===== config.mk =====
export PLATFORM = sky130hd
export DESIGN_NAME = ppp_frame_transmitter
export DESIGN_NICKNAME = d
export VERILOG_FILES = /design/src/pft_pkg.sv /design/src/pft_front.sv /design/src/pft_queue.sv /design/src/pft_back.sv /design/src/ppp_frame_transmitter.sv
export SDC_FILE = /design/constraint.sdc
export NUM_CORES = 1
export LEC_CHECK = 0
export CORE_ASPECT_RATIO = 2
export CORE_MARGIN = 2
export CORE_UTILIZATION = 40
export CTS_CLUSTER_DIAMETER = 200
export DETAILED_ROUTE_END_ITERATION = 12
export DONT_BUFFER_PORTS = 1
export PLACE_DENSITY = 0.62
export SYNTH_ARGS = -nofsm -noshare
export SYNTH_HDL_FRONTEND = slang
export SYNTH_SLANG_ARGS = --single-unit

===== constraint.sdc =====
create_clock -name clk -period 12.32 [get_ports clk]
set_input_delay 1.848 -clock clk [delete_from_list [all_inputs] [get_ports clk]]
set_output_delay 1.848 -clock clk [all_outputs]
set_load 0.1 [all_outputs]

===== src/pft_pkg.sv =====
`timescale 1ns / 1ps
// ----------------------------------------------------------------------------
// pft_pkg: shared types and constants of the PPP frame transmitter
// Word types of both channels, the queue entry between front and back, the
// framing constants and the ones' complement adder.
// ----------------------------------------------------------------------------
package pft_pkg;

	localparam logic [7:0]  FLAG_BYTE = 8'h7E;
	localparam logic [7:0]  ESC_BYTE  = 8'h7D;
	localparam logic [7:0]  ESC_XOR   = 8'h20;
	localparam logic [7:0]  ADDR_BYTE = 8'hFF;
	localparam logic [7:0]  CTRL_BYTE = 8'h03;
	localparam logic [15:0] HDR_WORD  = {ADDR_BYTE, CTRL_BYTE};

	// queue between front and back
	localparam int QPTR_W = 2;
	localparam int QDEPTH = 1 << QPTR_W;
	localparam int QCNT_W = QPTR_W + 1;

	typedef struct packed {
		logic [7:0] data_byte;
		logic       last_byte;
	} in_word_t;

	typedef struct packed {
		logic [7:0] out_byte;
		logic       frame_end;
	} out_word_t;

	// one classified payload byte, everything the back needs to frame it
	typedef struct packed {
		logic        hdr;
		logic [15:0] proto;
		logic        esc;
		logic [7:0]  data;
		logic        last;
		logic [15:0] csum;
	} entry_t;

	typedef struct packed {
		logic not_empty;
		logic full;
	} q_status_t;

	// 16-bit ones' complement add with end-around carry
	function automatic logic [15:0] ones_add(input logic [15:0] a, input logic [15:0] b);
		logic [16:0] s;
		s = {1'b0, a} + {1'b0, b};
		return s[15:0] + {15'd0, s[16]};
	endfunction

endpackage


===== src/pft_front.sv =====
`timescale 1ns / 1ps
// ----------------------------------------------------------------------------
// pft_front: input side of the PPP frame transmitter
// Accepts payload words, tracks frame state and the running checksum, and
// pushes one classified entry per word into the queue.
// ----------------------------------------------------------------------------
module pft_front (
	input  logic                clk,
	input  logic                arst_n,
	input  logic                cfg_we,
	input  logic [15:0]         cfg_wdata,
	input  logic                item_valid,
	output logic                item_ready,
	input  pft_pkg::in_word_t   item,
	input  pft_pkg::q_status_t  q_status,
	output logic                push,
	output pft_pkg::entry_t     push_entry
);

	logic        in_frame_q;
	logic        have_pend_q;
	logic [7:0]  pend_q;
	logic [15:0] sum_q;
	logic [15:0] proto_q;
	logic [15:0] hdr_sum_q;

	logic [15:0] base;
	logic [15:0] addend;
	logic        do_add;
	logic [15:0] sum_n;

	assign item_ready = !q_status.full;
	assign push       = item_valid && item_ready;

	// header part of the sum is folded at config time, so at most one add per word
	assign base   = in_frame_q ? sum_q : hdr_sum_q;
	assign addend = have_pend_q ? {pend_q, item.data_byte} : {item.data_byte, 8'h00};
	assign do_add = have_pend_q || item.last_byte;
	assign sum_n  = do_add ? pft_pkg::ones_add(base, addend) : base;

	always_comb begin
		push_entry.hdr   = !in_frame_q;
		push_entry.proto = proto_q;
		push_entry.esc   = (item.data_byte == pft_pkg::ESC_BYTE) ||
		                   (item.data_byte == pft_pkg::FLAG_BYTE);
		push_entry.data  = item.data_byte;
		push_entry.last  = item.last_byte;
		push_entry.csum  = ~sum_n;
	end

	always_ff @(posedge clk or negedge arst_n) begin
		if (!arst_n) begin
			proto_q   <= 16'd0;
			hdr_sum_q <= pft_pkg::HDR_WORD;
		end else if (cfg_we) begin
			proto_q   <= cfg_wdata;
			hdr_sum_q <= pft_pkg::ones_add(pft_pkg::HDR_WORD, cfg_wdata);
		end
	end

	always_ff @(posedge clk or negedge arst_n) begin
		if (!arst_n) begin
			in_frame_q  <= 1'b0;
			have_pend_q <= 1'b0;
			sum_q       <= 16'd0;
		end else if (push) begin
			if (item.last_byte) begin
				in_frame_q  <= 1'b0;
				have_pend_q <= 1'b0;
				sum_q       <= 16'd0;
			end else begin
				in_frame_q  <= 1'b1;
				have_pend_q <= !have_pend_q;
				sum_q       <= sum_n;
			end
		end
	end

	always_ff @(posedge clk) begin
		if (push) begin
			pend_q <= item.data_byte;
		end
	end

endmodule


===== src/pft_queue.sv =====
`timescale 1ns / 1ps
// ----------------------------------------------------------------------------
// pft_queue: entry queue between front and back
// Small register FIFO; the head entry is visible without a pop.
// ----------------------------------------------------------------------------
module pft_queue (
	input  logic                clk,
	input  logic                arst_n,
	input  logic                push,
	input  pft_pkg::entry_t     push_entry,
	input  logic                pop,
	output pft_pkg::entry_t     head,
	output pft_pkg::q_status_t  q_status
);

	pft_pkg::entry_t               mem_q [pft_pkg::QDEPTH];
	logic [pft_pkg::QPTR_W-1:0]    wr_ptr_q;
	logic [pft_pkg::QPTR_W-1:0]    rd_ptr_q;
	logic [pft_pkg::QCNT_W-1:0]    count_q;

	assign head               = mem_q[rd_ptr_q];
	assign q_status.not_empty = (count_q != '0);
	assign q_status.full      = (count_q == pft_pkg::QCNT_W'(pft_pkg::QDEPTH));

	always_ff @(posedge clk or negedge arst_n) begin
		if (!arst_n) begin
			wr_ptr_q <= '0;
			rd_ptr_q <= '0;
			count_q  <= '0;
		end else begin
			if (push) begin
				wr_ptr_q <= wr_ptr_q + 1'b1;
			end
			if (pop) begin
				rd_ptr_q <= rd_ptr_q + 1'b1;
			end
			case ({push, pop})
				2'b10:   count_q <= count_q + 1'b1;
				2'b01:   count_q <= count_q - 1'b1;
				default: count_q <= count_q;
			endcase
		end
	end

	always_ff @(posedge clk) begin
		if (push) begin
			mem_q[wr_ptr_q] <= push_entry;
		end
	end

endmodule


===== src/pft_back.sv =====
`timescale 1ns / 1ps
// ----------------------------------------------------------------------------
// pft_back: output sequencer of the PPP frame transmitter
// Walks the head entry byte by byte (header, stuffed data, trailer) into the
// output register, one byte per cycle unless stalled, and pops it when done.
// ----------------------------------------------------------------------------
module pft_back (
	input  logic                clk,
	input  logic                arst_n,
	input  pft_pkg::entry_t     head,
	input  pft_pkg::q_status_t  q_status,
	output logic                pop,
	output logic                result_valid,
	input  logic                result_ready,
	output pft_pkg::out_word_t  result
);

	typedef enum logic [10:0] {
		ST_FIRST = 11'b000_0000_0001,
		ST_FLAG0 = 11'b000_0000_0010,
		ST_ADDR  = 11'b000_0000_0100,
		ST_CTRL  = 11'b000_0000_1000,
		ST_PHI   = 11'b000_0001_0000,
		ST_PLO   = 11'b000_0010_0000,
		ST_BYTE  = 11'b000_0100_0000,
		ST_XOR   = 11'b000_1000_0000,
		ST_CSHI  = 11'b001_0000_0000,
		ST_CSLO  = 11'b010_0000_0000,
		ST_FLAG1 = 11'b100_0000_0000
	} phase_t;

	phase_t state_q;
	phase_t phase;
	phase_t next_phase;
	logic   done;
	logic   take;
	logic   out_valid_q;
	pft_pkg::out_word_t out_q;
	pft_pkg::out_word_t word;

	assign take = q_status.not_empty && (!out_valid_q || result_ready);
	assign pop  = take && done;

	// at the start of an entry the header flag decides where to begin
	always_comb begin
		if (state_q == ST_FIRST) begin
			phase = head.hdr ? ST_FLAG0 : ST_BYTE;
		end else begin
			phase = state_q;
		end
	end

	always_comb begin
		word.frame_end = 1'b0;
		word.out_byte  = head.data;
		next_phase     = ST_FIRST;
		done           = 1'b0;
		unique case (phase)
			ST_FLAG0: begin
				word.out_byte = pft_pkg::FLAG_BYTE;
				next_phase    = ST_ADDR;
			end
			ST_ADDR: begin
				word.out_byte = pft_pkg::ADDR_BYTE;
				next_phase    = ST_CTRL;
			end
			ST_CTRL: begin
				word.out_byte = pft_pkg::CTRL_BYTE;
				next_phase    = ST_PHI;
			end
			ST_PHI: begin
				word.out_byte = head.proto[15:8];
				next_phase    = ST_PLO;
			end
			ST_PLO: begin
				word.out_byte = head.proto[7:0];
				next_phase    = ST_BYTE;
			end
			ST_BYTE: begin
				if (head.esc) begin
					word.out_byte = pft_pkg::ESC_BYTE;
					next_phase    = ST_XOR;
				end else begin
					word.out_byte = head.data;
					next_phase    = head.last ? ST_CSHI : ST_FIRST;
					done          = !head.last;
				end
			end
			ST_XOR: begin
				word.out_byte = head.data ^ pft_pkg::ESC_XOR;
				next_phase    = head.last ? ST_CSHI : ST_FIRST;
				done          = !head.last;
			end
			ST_CSHI: begin
				word.out_byte = head.csum[15:8];
				next_phase    = ST_CSLO;
			end
			ST_CSLO: begin
				word.out_byte = head.csum[7:0];
				next_phase    = ST_FLAG1;
			end
			ST_FLAG1: begin
				word.out_byte  = pft_pkg::FLAG_BYTE;
				word.frame_end = 1'b1;
				next_phase     = ST_FIRST;
				done           = 1'b1;
			end
			default: begin
				next_phase = ST_FIRST;
			end
		endcase
	end

	always_ff @(posedge clk or negedge arst_n) begin
		if (!arst_n) begin
			state_q     <= ST_FIRST;
			out_valid_q <= 1'b0;
		end else begin
			if (take) begin
				state_q     <= next_phase;
				out_valid_q <= 1'b1;
			end else if (result_ready) begin
				out_valid_q <= 1'b0;
			end
		end
	end

	always_ff @(posedge clk) begin
		if (take) begin
			out_q <= word;
		end
	end

	assign result_valid = out_valid_q;
	assign result       = out_q;

endmodule


===== src/ppp_frame_transmitter.sv =====
`timescale 1ns / 1ps
// ----------------------------------------------------------------------------
// ppp_frame_transmitter: PPP/HDLC byte-stuffing framer
// Frames payload words with flag, address, control and protocol header,
// escapes 7D/7E, and appends the ones' complement checksum and closing flag.
// ----------------------------------------------------------------------------
//  channel  | handshake                   | payload
//  ---------+-----------------------------+------------------------------
//  item     | item_valid / item_ready     | data_byte[7:0], last_byte
//  result   | result_valid / result_ready | out_byte[7:0], frame_end
//  config   | cfg_we                      | cfg_wdata[15:0] protocol_number
//
// Output runs at one byte per cycle when not stalled: a payload word gives
// one byte, two when escaped, plus five header bytes for a first word and
// three trailer bytes for a last word. The rate is set by the back
// sequencer's single byte slot. A 4-entry queue absorbs output stalls
// before item_ready drops. Reset closes any open frame and sets the
// protocol register to 0.
// ----------------------------------------------------------------------------
module ppp_frame_transmitter (
	input  logic                clk,
	input  logic                arst_n,
	input  logic                cfg_we,
	input  logic [15:0]         cfg_wdata,
	input  logic                item_valid,
	output logic                item_ready,
	input  pft_pkg::in_word_t   item,
	output logic                result_valid,
	input  logic                result_ready,
	output pft_pkg::out_word_t  result
);

	logic               push;
	logic               pop;
	pft_pkg::entry_t    push_entry;
	pft_pkg::entry_t    head;
	pft_pkg::q_status_t q_status;

	pft_front u_front (
		.clk        (clk),
		.arst_n     (arst_n),
		.cfg_we     (cfg_we),
		.cfg_wdata  (cfg_wdata),
		.item_valid (item_valid),
		.item_ready (item_ready),
		.item       (item),
		.q_status   (q_status),
		.push       (push),
		.push_entry (push_entry)
	);

	pft_queue u_queue (
		.clk        (clk),
		.arst_n     (arst_n),
		.push       (push),
		.push_entry (push_entry),
		.pop        (pop),
		.head       (head),
		.q_status   (q_status)
	);

	pft_back u_back (
		.clk          (clk),
		.arst_n       (arst_n),
		.head         (head),
		.q_status     (q_status),
		.pop          (pop),
		.result_valid (result_valid),
		.result_ready (result_ready),
		.result       (result)
	);

endmodule


==> impl_metrics.prom, run 1 <==
# TYPE chip_impl_metric gauge
chip_impl_metric{name="synth_adder_area_share",unit="%"} 2.98
chip_impl_metric{name="cts-buffers-inserted",unit=""} 22
chip_impl_metric{name="postLayoutSetupSlackWorst",unit="ns"} 6.62
chip_impl_metric{name="yosys-mux-area-fraction",unit="%"} 13.6
chip_impl_metric{name="cts-resized-gates",unit=""} 0
chip_impl_info{name="rsz0062_at_grt",value="no"} 1
chip_impl_metric{name="ios",unit=""} 41
chip_impl_metric{name="post_route_cells_drive_above_1_share",unit="%"} 18.5
chip_impl_metric{name="power_leakage",unit="nW"} 4.75
chip_impl_info{name="ys.flop_type",value="sky130_fd_sc_hd__edfxtp_1"} 1
chip_impl_metric{name="layout.cells.non_filler",unit=""} 1271
chip_impl_metric{name="clockPowerShare",unit="%"} 20.2
chip_impl_metric{name="route.met3.wl",unit="µm"} 632
chip_impl_metric{name="drt-vias-per-instance",unit=""} 5.68
chip_impl_metric{name="chipWidth",unit="µm"} 128
chip_impl_metric{name="row_count",unit=""} 90
chip_impl_metric{name="period_share",unit="%"} 46.3
chip_impl_metric{name="first_iter_violations",unit=""} 437
chip_impl_metric{name="n_antenna_cell",unit=""} 0
chip_impl_metric{name="track_usage",unit="%"} 18.3
chip_impl_metric{name="clock-sinks",unit=""} 257
chip_impl_metric{name="netSwitchingPower",unit="mW"} 1.33
chip_impl_metric{name="synth_compound_gate_area_share",unit="%"} 6.67
chip_impl_info{name="criticalPathCategory",value="input port to flop"} 1
chip_impl_info{name="yosysTopAreaCell",value="sky130_fd_sc_hd__edfxtp_1"} 1
chip_impl_metric{name="core_area",unit="µm²"} 30200
chip_impl_metric{name="worst-slew-pin-transition",unit="ns"} 1.06
chip_impl_info{name="timing.critical_path.to_type",value="flop"} 1
chip_impl_metric{name="detailroute.via_count",unit=""} 7216
chip_impl_metric{name="finalCriticalPeriod",unit="ns"} 5.70
chip_impl_metric{name="netlist_area",unit="µm²"} 12300
chip_impl_metric{name="power_share_of_the_combinational_group",unit="%"} 37.4
chip_impl_metric{name="timing.final.max_slew_violations",unit=""} 0
chip_impl_metric{name="first_global_vias",unit=""} 7461
chip_impl_metric{name="design.die.area",unit="µm²"} 32200
chip_impl_metric{name="grt_overflow",unit=""} 0
chip_impl_metric{name="detail-route-antenna-nets",unit=""} 0
chip_impl_metric{name="post_synth_xor_area_fraction",unit="%"} 3.77
chip_impl_metric{name="drc",unit=""} 0
chip_impl_metric{name="pwr_density_cell",unit="nW/µm²"} 261
chip_impl_metric{name="ctsHtreeMaxLevel",unit=""} 1
chip_impl_metric{name="asyncSetResetFlopFracSynth",unit="%"} 26.5
chip_impl_metric{name="synth_sequential_area_ratio",unit="%"} 60.2
chip_impl_info{name="hold_path_class",value="flop to flop"} 1
chip_impl_metric{name="amount_of_wire_on_met2_after_detailed_routing",unit="µm"} 16400
chip_impl_metric{name="pin_count_of_the_biggest_net_entering_global_routing",unit=""} 69
chip_impl_metric{name="syn_inst",unit=""} 888
chip_impl_metric{name="route.detailed.wl_per_inst",unit="µm"} 22.6
chip_impl_info{name="netlist_top_cells_area",value="sky130_fd_sc_hd__edfxtp_1 46%, sky130_fd_sc_hd__dfrtp_1 12%, sky130_fd_sc_hd__mux4_2 7.9%"} 1
chip_impl_info{name="outcome",value="finished clean"} 1
chip_impl_metric{name="clockBufferDepth",unit=""} 3
chip_impl_metric{name="crit_fanout",unit=""} 8
chip_impl_metric{name="synth.ff_latch_count",unit=""} 257
chip_impl_metric{name="synthSimpleGateAreaFrac",unit="%"} 10.9
chip_impl_info{name="synth_top_family_by_area",value="multiplexers"} 1
chip_impl_metric{name="final_design_area_no_fill",unit="µm²"} 13400
chip_impl_metric{name="met1_length",unit="µm"} 9880
chip_impl_metric{name="synth_nets",unit=""} 946
chip_impl_metric{name="synth_top_area_share",unit="%"} 46.2
chip_impl_metric{name="timing.setup.tns",unit="ns"} 0
chip_impl_metric{name="postSynthAreaPerCell",unit="µm²"} 13.8
chip_impl_metric{name="dieHeight",unit="µm"} 252
chip_impl_metric{name="gp_congestion",unit=""} 0.925
chip_impl_metric{name="drt_pre_antenna_iters",unit=""} 5
chip_impl_metric{name="seq_power_share",unit="%"} 42.3
chip_impl_metric{name="setup_violations",unit=""} 0
chip_impl_metric{name="dp_cells",unit=""} 1231
chip_impl_metric{name="postCtsHoldBufs",unit=""} 0
chip_impl_metric{name="synth_enable_flop_cells",unit=""} 189
chip_impl_metric{name="clock_latency",unit="ns"} 0.53
chip_impl_metric{name="drt_wl_total",unit="µm"} 28800
chip_impl_metric{name="yosysWarningCount",unit=""} 0
chip_impl_metric{name="post-cts-setup-buffer-count",unit=""} 0
chip_impl_metric{name="slew-limit-headroom",unit="%"} 28.9
chip_impl_info{name="top_layer_used",value="met4"} 1
chip_impl_metric{name="maxClockFrequency",unit="MHz"} 175
chip_impl_metric{name="cp_data_arrival_time",unit="ns"} 5.95
chip_impl_metric{name="hpwlAfterDp",unit="µm"} 20900
chip_impl_metric{name="worst_setup_hold_path_clk_slew",unit="ns"} 0.07
chip_impl_metric{name="power_report.internal_total",unit="mW"} 2.16
chip_impl_metric{name="start_util",unit="%"} 40.7
chip_impl_metric{name="finClkSkew",unit="ns"} 0.0231
chip_impl_metric{name="area_growth_syn_to_layout",unit="%"} 9.25
chip_impl_info{name="crit_path_start_kind",value="input port"} 1
chip_impl_metric{name="io_buffer_count",unit=""} 0
chip_impl_metric{name="power.ir.vdd_worst",unit="µV"} 108
chip_impl_metric{name="number_of_nets_at_the_end_of_the_flow",unit=""} 945
chip_impl_info{name="cts_tree",value="yes"} 1
chip_impl_metric{name="global_route_wire_length_before_repair",unit="µm"} 44100
chip_impl_metric{name="cp.required",unit="ns"} 12.57
chip_impl_metric{name="pre_cts_slack",unit="ns"} 6.10
chip_impl_metric{name="final_core_util",unit="%"} 44.4
chip_impl_metric{name="antenna_violations_before_repair",unit=""} 0
chip_impl_metric{name="hold_violations",unit=""} 0
chip_impl_metric{name="placement.cell_area",unit="µm²"} 12700
chip_impl_metric{name="netSwitchingFraction",unit="%"} 38.1
chip_impl_metric{name="yosys.cell_types.count",unit=""} 66
chip_impl_info{name="clock-root-buffer",value="sky130_fd_sc_hd__clkbuf_16"} 1
chip_impl_metric{name="drv_cap",unit=""} 0
worst max-delay path, cell delays in order:
cell and delay, ns:
sky130_fd_sc_hd__and2_1 0.11, sky130_fd_sc_hd__ha_1 0.19, sky130_fd_sc_hd__inv_1 0.06, sky130_fd_sc_hd__fa_1 0.39
sky130_fd_sc_hd__and2b_1 0.25, sky130_fd_sc_hd__o2111ai_1 0.15, sky130_fd_sc_hd__a21oi_1 0.30, sky130_fd_sc_hd__o211ai_1 0.15
sky130_fd_sc_hd__nand2b_1 0.11, sky130_fd_sc_hd__a21oi_1 0.07, sky130_fd_sc_hd__o21bai_1 0.13, sky130_fd_sc_hd__a21o_1 0.13
sky130_fd_sc_hd__ha_1 0.16, sky130_fd_sc_hd__ha_1 0.18, sky130_fd_sc_hd__nand2_1 0.06, sky130_fd_sc_hd__nor3_1 0.31
sky130_fd_sc_hd__nand3_1 0.14, sky130_fd_sc_hd__nor4_2 0.43, sky130_fd_sc_hd__nand4_1 0.19, sky130_fd_sc_hd__or3b_1 0.38
sky130_fd_sc_hd__nand3_1 0.11, sky130_fd_sc_hd__nand2_1 0.11
cells in the mapped netlist, drive strengths merged (4+ instances only):
library cell  count
and2             11
nor2b            10
nand2b           14
mux4             43
nand4b            5
edfxtp          189
ha               26
or3b              4
o2111ai           4
inv              23
mux2             52
dfstp            11
a211oi            5
o21ai            53
a21o              5
nor4              7
o21a              5
nand3b            4
mux2i            11
or3               7
buf              14
nand2            67
nor4b             4
nand3            22
xnor2            35
nor3b             5
a22oi             6
a21oi            31
xor2             17
nor2             49
nand4            11
nor3             16
and3             13
clkbuf           21
dfrtp            57
layout by cell type (no fill, tap or decap), drive strengths merged, types with 6 or more instances in the layout:
master,instances
nand2,67
nor2,49
nand3,22
mux2,52
nor3,16
nand2b,14
nor4,7
and2,11
xor2,17
mux2i,11
dfstp,11
edfxtp,189
ha,26
dfrtp,57
clkbuf,29
nand4,11
inv,24
and3,13
or3,7
a22oi,6
xnor2,35
o21ai,53
nor2b,10
mux4,43
buf,10
a21oi,31
clkinv,6
metal layers:
metal / vias to the layer above / GRT usage (%)
li1: 3367 / -
met1: 3656 / 19.0
met2: 128 / 35.0
met3: 65 / 1.57
met4: 0 / 11.1
met5: - / 0
power groups by stage:
stage | logic [mW] | registers, mW | clock network, mW
2_1_floorplan | 0.984 | 1.44 | 0
3_3_place_gp | 1.31 | 1.49 | 0
3_5_place_dp | 1.32 | 1.50 | 0
4_1_cts | 1.33 | 1.48 | 0.720
5_1_grt | 1.43 | 1.50 | 0.749
6_report | 1.31 | 1.48 | 0.707
registers in the layout, indices dropped and copies added, names as in the netlist, 3 cells and up:
register           flops
u_queue.mem_q        172
u_back.result          9
u_front.sum_q         16
u_back.state_q        10
u_front.proto_q       16
u_queue.count_q        3
u_front.hdr_sum_q     16
u_front.pend_q         8
cells by family after synthesis:
kind of cell | count (synthesis)
adders and majority gates | 28
xor gates and xnor gates | 52
muxes | 106
buffers and inverters | 58
DFF | 257
and+or+nand+nor | 256
AOI/OAI and AO/OA | 131
stage by stage:
step           hold WS, ns  total power [mW]
6_report             0.479              3.50
5_1_grt              0.501              3.68
4_1_cts              0.486              3.53
3_5_place_dp         0.471              2.82
3_3_place_gp         0.458              2.79
2_1_floorplan        0.438              2.42
path summary, 6_finish.rpt:
| check | from | end | slack, ns | cells after the start |
|---|---|---|---|---|
| min in group asynchronous | arst_n | u_front.proto_q[6]$_DFFE_PN0P_ | 1.00 | 0 |
| max in group asynchronous | arst_n | u_back.state_q[0]$_DFFE_PN1P_ | 11.05 | 0 |
| max | item[1] | u_queue.mem_q[0][14]$_DFFE_PP_ | 6.62 | 22 |
| min reg2reg | u_front.sum_q[2]$_DFFE_PN0P_ | u_front.sum_q[2]$_DFFE_PN0P_ | 0.48 | 2 |
| min | u_front.sum_q[2]$_DFFE_PN0P_ | u_front.sum_q[2]$_DFFE_PN0P_ | 0.48 | 2 |
| max reg2reg | u_front.in_frame_q$_DFFE_PN0P_ | u_queue.mem_q[0][14]$_DFFE_PP_ | 6.87 | 22 |
area by class of cell:
cell class / count / area (µm²)
Multi-Input combinational cell: 573 / 4660
Clock buffer: 29 / 617
Timing Repair Buffer: 10 / 75.1
Tap cell: 368 / 460
Fill cell: 2718 / 16800
Inverter: 23 / 86.3
Clock inverter: 11 / 121
Sequential cell: 257 / 7390
(Power assumes the default switching activity.)
==> run 2, diff against run 1 <==
clock period = 5.95 ns   (was 12.32 ns; I/O delays follow)
==> impl_metrics.prom, run 2 (synthesis results as in run 1) <==
# TYPE chip_impl_metric gauge
chip_impl_metric{name="area_growth_syn_to_layout",unit="%"} 9.30
chip_impl_metric{name="largest_register_ff_count",unit=""} 172
chip_impl_metric{name="track_usage",unit="%"} 18.0
chip_impl_metric{name="chipWidth",unit="µm"} 128
chip_impl_metric{name="setup_violations",unit=""} 0
chip_impl_info{name="largest-register",value="u_queue.mem_q"} 1
chip_impl_metric{name="first_global_vias",unit=""} 7254
chip_impl_metric{name="route.detailed.wl_per_inst",unit="µm"} 22.3
chip_impl_info{name="kind_of_cell_with_the_highest_combined_delay_on_the_critical_path",value="simple AND/OR/NAND/NOR gates"} 1
chip_impl_metric{name="pin_count_of_the_biggest_net_entering_global_routing",unit=""} 69
chip_impl_info{name="criticalPathCategory",value="flop to flop"} 1
chip_impl_info{name="timing.critical_path.to_type",value="flop"} 1
chip_impl_metric{name="netSwitchingFraction",unit="%"} 38.2
chip_impl_metric{name="grt_overflow",unit=""} 0
chip_impl_metric{name="cp.required",unit="ns"} 6.19
chip_impl_info{name="critPathMostFrequentCell",value="sky130_fd_sc_hd__ha_1"} 1
chip_impl_metric{name="hpwlAfterDp",unit="µm"} 20600
chip_impl_metric{name="dp_cells",unit=""} 1233
chip_impl_metric{name="pwr_density_cell",unit="nW/µm²"} 538
chip_impl_metric{name="drv_cap",unit=""} 0
chip_impl_metric{name="timing.final.max_slew_violations",unit=""} 0
chip_impl_metric{name="cts-resized-gates",unit=""} 0
chip_impl_metric{name="ios",unit=""} 41
chip_impl_metric{name="first_iter_violations",unit=""} 365
chip_impl_metric{name="maxClockFrequency",unit="MHz"} 198
chip_impl_metric{name="number_of_nets_at_the_end_of_the_flow",unit=""} 947
chip_impl_info{name="outcome",value="finished clean"} 1
chip_impl_info{name="worstPathCellList",value="mux2_2, ha_1, inv_1, fa_1, and2b_1, o2111ai_1, a21oi_1, o211ai_1, nand2b_1, a21oi_1, o21bai_1, a21o_1, ha_1, ha_1, nand2_1, nor3_1, nand3_1, nor4_2, nand4_1, or3b_1, nand3_1, nand2_1"} 1
chip_impl_info{name="cts_tree",value="yes"} 1
chip_impl_metric{name="period_share",unit="%"} 84.7
chip_impl_metric{name="drt-vias-per-instance",unit=""} 5.71
chip_impl_metric{name="power_leakage",unit="nW"} 4.75
chip_impl_info{name="crit_path_start_kind",value="flop"} 1
chip_impl_metric{name="power.ir.vdd_worst",unit="µV"} 206
chip_impl_metric{name="drc",unit=""} 0
chip_impl_metric{name="clock_latency",unit="ns"} 0.54
chip_impl_metric{name="seq_power_share",unit="%"} 42.4
chip_impl_metric{name="timing.setup.tns",unit="ns"} 0
chip_impl_metric{name="worst_setup_hold_path_clk_slew",unit="ns"} 0.07
chip_impl_metric{name="fillers",unit=""} 2697
chip_impl_metric{name="slew-limit-headroom",unit="%"} 29.4
chip_impl_metric{name="postCtsHoldBufs",unit=""} 0
chip_impl_metric{name="io_buffer_count",unit=""} 0
chip_impl_metric{name="detailroute.via_count",unit=""} 7265
chip_impl_metric{name="clockBufferDepth",unit=""} 3
chip_impl_metric{name="netSwitchingPower",unit="mW"} 2.75
chip_impl_metric{name="drt_wl_total",unit="µm"} 28400
chip_impl_metric{name="start_util",unit="%"} 40.7
chip_impl_metric{name="dieHeight",unit="µm"} 252
chip_impl_metric{name="power_report.internal_total",unit="mW"} 4.46
chip_impl_metric{name="detail-route-antenna-nets",unit=""} 0
chip_impl_metric{name="cts-buffers-inserted",unit=""} 22
chip_impl_info{name="layout_common_cells",value="189 x sky130_fd_sc_hd__edfxtp_1, 67 x sky130_fd_sc_hd__nand2_1, 55 x sky130_fd_sc_hd__dfrtp_1, 52 x sky130_fd_sc_hd__mux2_2, 50 x sky130_fd_sc_hd__o21ai_0"} 1
chip_impl_metric{name="worst-slew-pin-transition",unit="ns"} 1.06
chip_impl_info{name="hold_path_class",value="input port to async pin"} 1
chip_impl_metric{name="core_area",unit="µm²"} 30200
chip_impl_metric{name="antenna_violations_before_repair",unit=""} 0
chip_impl_metric{name="cp_num_buf_inv",unit=""} 1
chip_impl_info{name="rsz0062_at_grt",value="no"} 1
chip_impl_metric{name="gp_congestion",unit=""} 0.916
chip_impl_metric{name="power_share_of_the_combinational_group",unit="%"} 37.6
chip_impl_info{name="layout.cells.most_common",value="sky130_fd_sc_hd__edfxtp_1"} 1
chip_impl_metric{name="ctsHtreeMaxLevel",unit=""} 1
chip_impl_metric{name="n_antenna_cell",unit=""} 0
chip_impl_metric{name="clockPowerShare",unit="%"} 20.0
chip_impl_metric{name="design.die.area",unit="µm²"} 32200
chip_impl_metric{name="max_stage_delay",unit="ns"} 0.54
chip_impl_metric{name="cp_data_arrival_time",unit="ns"} 5.29
chip_impl_metric{name="crit_fanout",unit=""} 4
chip_impl_metric{name="post_route_cells_drive_above_1_share",unit="%"} 18.8
chip_impl_metric{name="row_count",unit=""} 90
chip_impl_metric{name="global_route_wire_length_before_repair",unit="µm"} 43400
chip_impl_metric{name="finalCriticalPeriod",unit="ns"} 5.04
chip_impl_metric{name="hold_violations",unit=""} 0
chip_impl_info{name="clock-root-buffer",value="sky130_fd_sc_hd__clkbuf_16"} 1
chip_impl_metric{name="clock-sinks",unit=""} 257
chip_impl_metric{name="post-cts-setup-buffer-count",unit=""} 0
chip_impl_metric{name="layout.cells.non_filler",unit=""} 1273
chip_impl_info{name="critical_path.slowest_cell",value="sky130_fd_sc_hd__dfstp_2"} 1
chip_impl_metric{name="finClkSkew",unit="ns"} 0.0314
chip_impl_metric{name="drt_pre_antenna_iters",unit=""} 5
chip_impl_metric{name="final_core_util",unit="%"} 44.5
run 2: cell types whose count changed in the layout (fill, tap and decap cells not counted):
cell	before	now
sky130_fd_sc_hd__buf_4	10	12
sky130_fd_sc_hd__clkinv_4	0	1
sky130_fd_sc_hd__clkinv_2	2	3
sky130_fd_sc_hd__clkbuf_8	4	2
sky130_fd_sc_hd__inv_6	1	2
sky130_fd_sc_hd__clkinv_1	3	2
run 2: worst register-to-register path, stage by stage (launching register included):
cell,delay [ns]
sky130_fd_sc_hd__dfstp_2,0.54
sky130_fd_sc_hd__mux2_2,0.20
sky130_fd_sc_hd__ha_1,0.20
sky130_fd_sc_hd__inv_1,0.07
sky130_fd_sc_hd__fa_1,0.40
sky130_fd_sc_hd__and2b_1,0.26
sky130_fd_sc_hd__o2111ai_1,0.14
sky130_fd_sc_hd__a21oi_1,0.30
sky130_fd_sc_hd__o211ai_1,0.16
sky130_fd_sc_hd__nand2b_1,0.12
sky130_fd_sc_hd__a21oi_1,0.07
sky130_fd_sc_hd__o21bai_1,0.16
sky130_fd_sc_hd__a21o_1,0.14
sky130_fd_sc_hd__ha_1,0.16
sky130_fd_sc_hd__ha_1,0.18
sky130_fd_sc_hd__nand2_1,0.06
sky130_fd_sc_hd__nor3_1,0.32
sky130_fd_sc_hd__nand3_1,0.15
sky130_fd_sc_hd__nor4_2,0.37
sky130_fd_sc_hd__nand4_1,0.17
sky130_fd_sc_hd__or3b_1,0.38
sky130_fd_sc_hd__nand3_1,0.11
sky130_fd_sc_hd__nand2_1,0.11
run 2: layer usage:
layer  track usage, %  vias to the layer above  share of wire [%]
li1                 -                     3367                  -
met1             18.8                     3677                 34
met2             34.5                      155                 57
met3             1.34                       66                2.4
met4             10.6                        0                6.2
met5                0                        -                  0
run 2: path summary, 6_finish.rpt:
| check | endpoint | cells after the start | from | slack (ns) |
|---|---|---|---|---|
| max | u_queue.mem_q[1][14]$_DFFE_PP_ | 22 | u_front.hdr_sum_q[0]$_DFFE_PN1P_ | 0.91 |
| min | u_front.hdr_sum_q[4]$_DFFE_PN0P_ | 0 | arst_n | 0.05 |
| max reg2reg | u_queue.mem_q[1][14]$_DFFE_PP_ | 22 | u_front.hdr_sum_q[0]$_DFFE_PN1P_ | 0.91 |
| min reg2reg | u_front.sum_q[7]$_DFFE_PN0P_ | 2 | u_front.sum_q[7]$_DFFE_PN0P_ | 0.48 |
| max in group asynchronous | u_back.state_q[0]$_DFFE_PN1P_ | 0 | arst_n | 5.64 |
| min in group clk | u_front.hdr_sum_q[8]$_DFFE_PN1P_ | 1 | cfg_we | 0.42 |
run 2: power groups by stage:
stage | combinational [mW] | sequential [mW] | clock (mW)
detailed placement | 2.72 | 3.10 | 0
floorplan | 2.04 | 2.98 | 0
global placement | 2.70 | 3.08 | 0
finish | 2.71 | 3.06 | 1.44
global route | 2.94 | 3.11 | 1.54
CTS | 2.73 | 3.07 | 1.49
run 2: metrics by stage:
step / setup WS, ns / power [mW] / area, µm² / hold WS (ns)
2_1_floorplan: 1.22 / 5.01 / 12300 / 0.438
3_3_place_gp: 0.748 / 5.78 / 12700 / 0.457
3_5_place_dp: 0.659 / 5.83 / 12700 / 0.467
4_1_cts: 0.902 / 7.29 / 13400 / 0.0183
5_1_grt: 0.583 / 7.59 / 13400 / 0.0255
6_report: 0.908 / 7.22 / 13400 / 0.0463
run 2: cell type report:
| class | count | area [µm²] | share of cell area, % |
|---|---|---|---|
| timing repair buffer | 12 | 90.1 | 0.671 |
| sequential | 257 | 7390 | 55.1 |
| clock buffer | 27 | 589 | 4.39 |
| clock inverter | 13 | 140 | 1.04 |
| multi-input combinational | 573 | 4660 | 34.7 |
| tap | 368 | 460 | 3.43 |
| inverter | 23 | 86.3 | 0.643 |
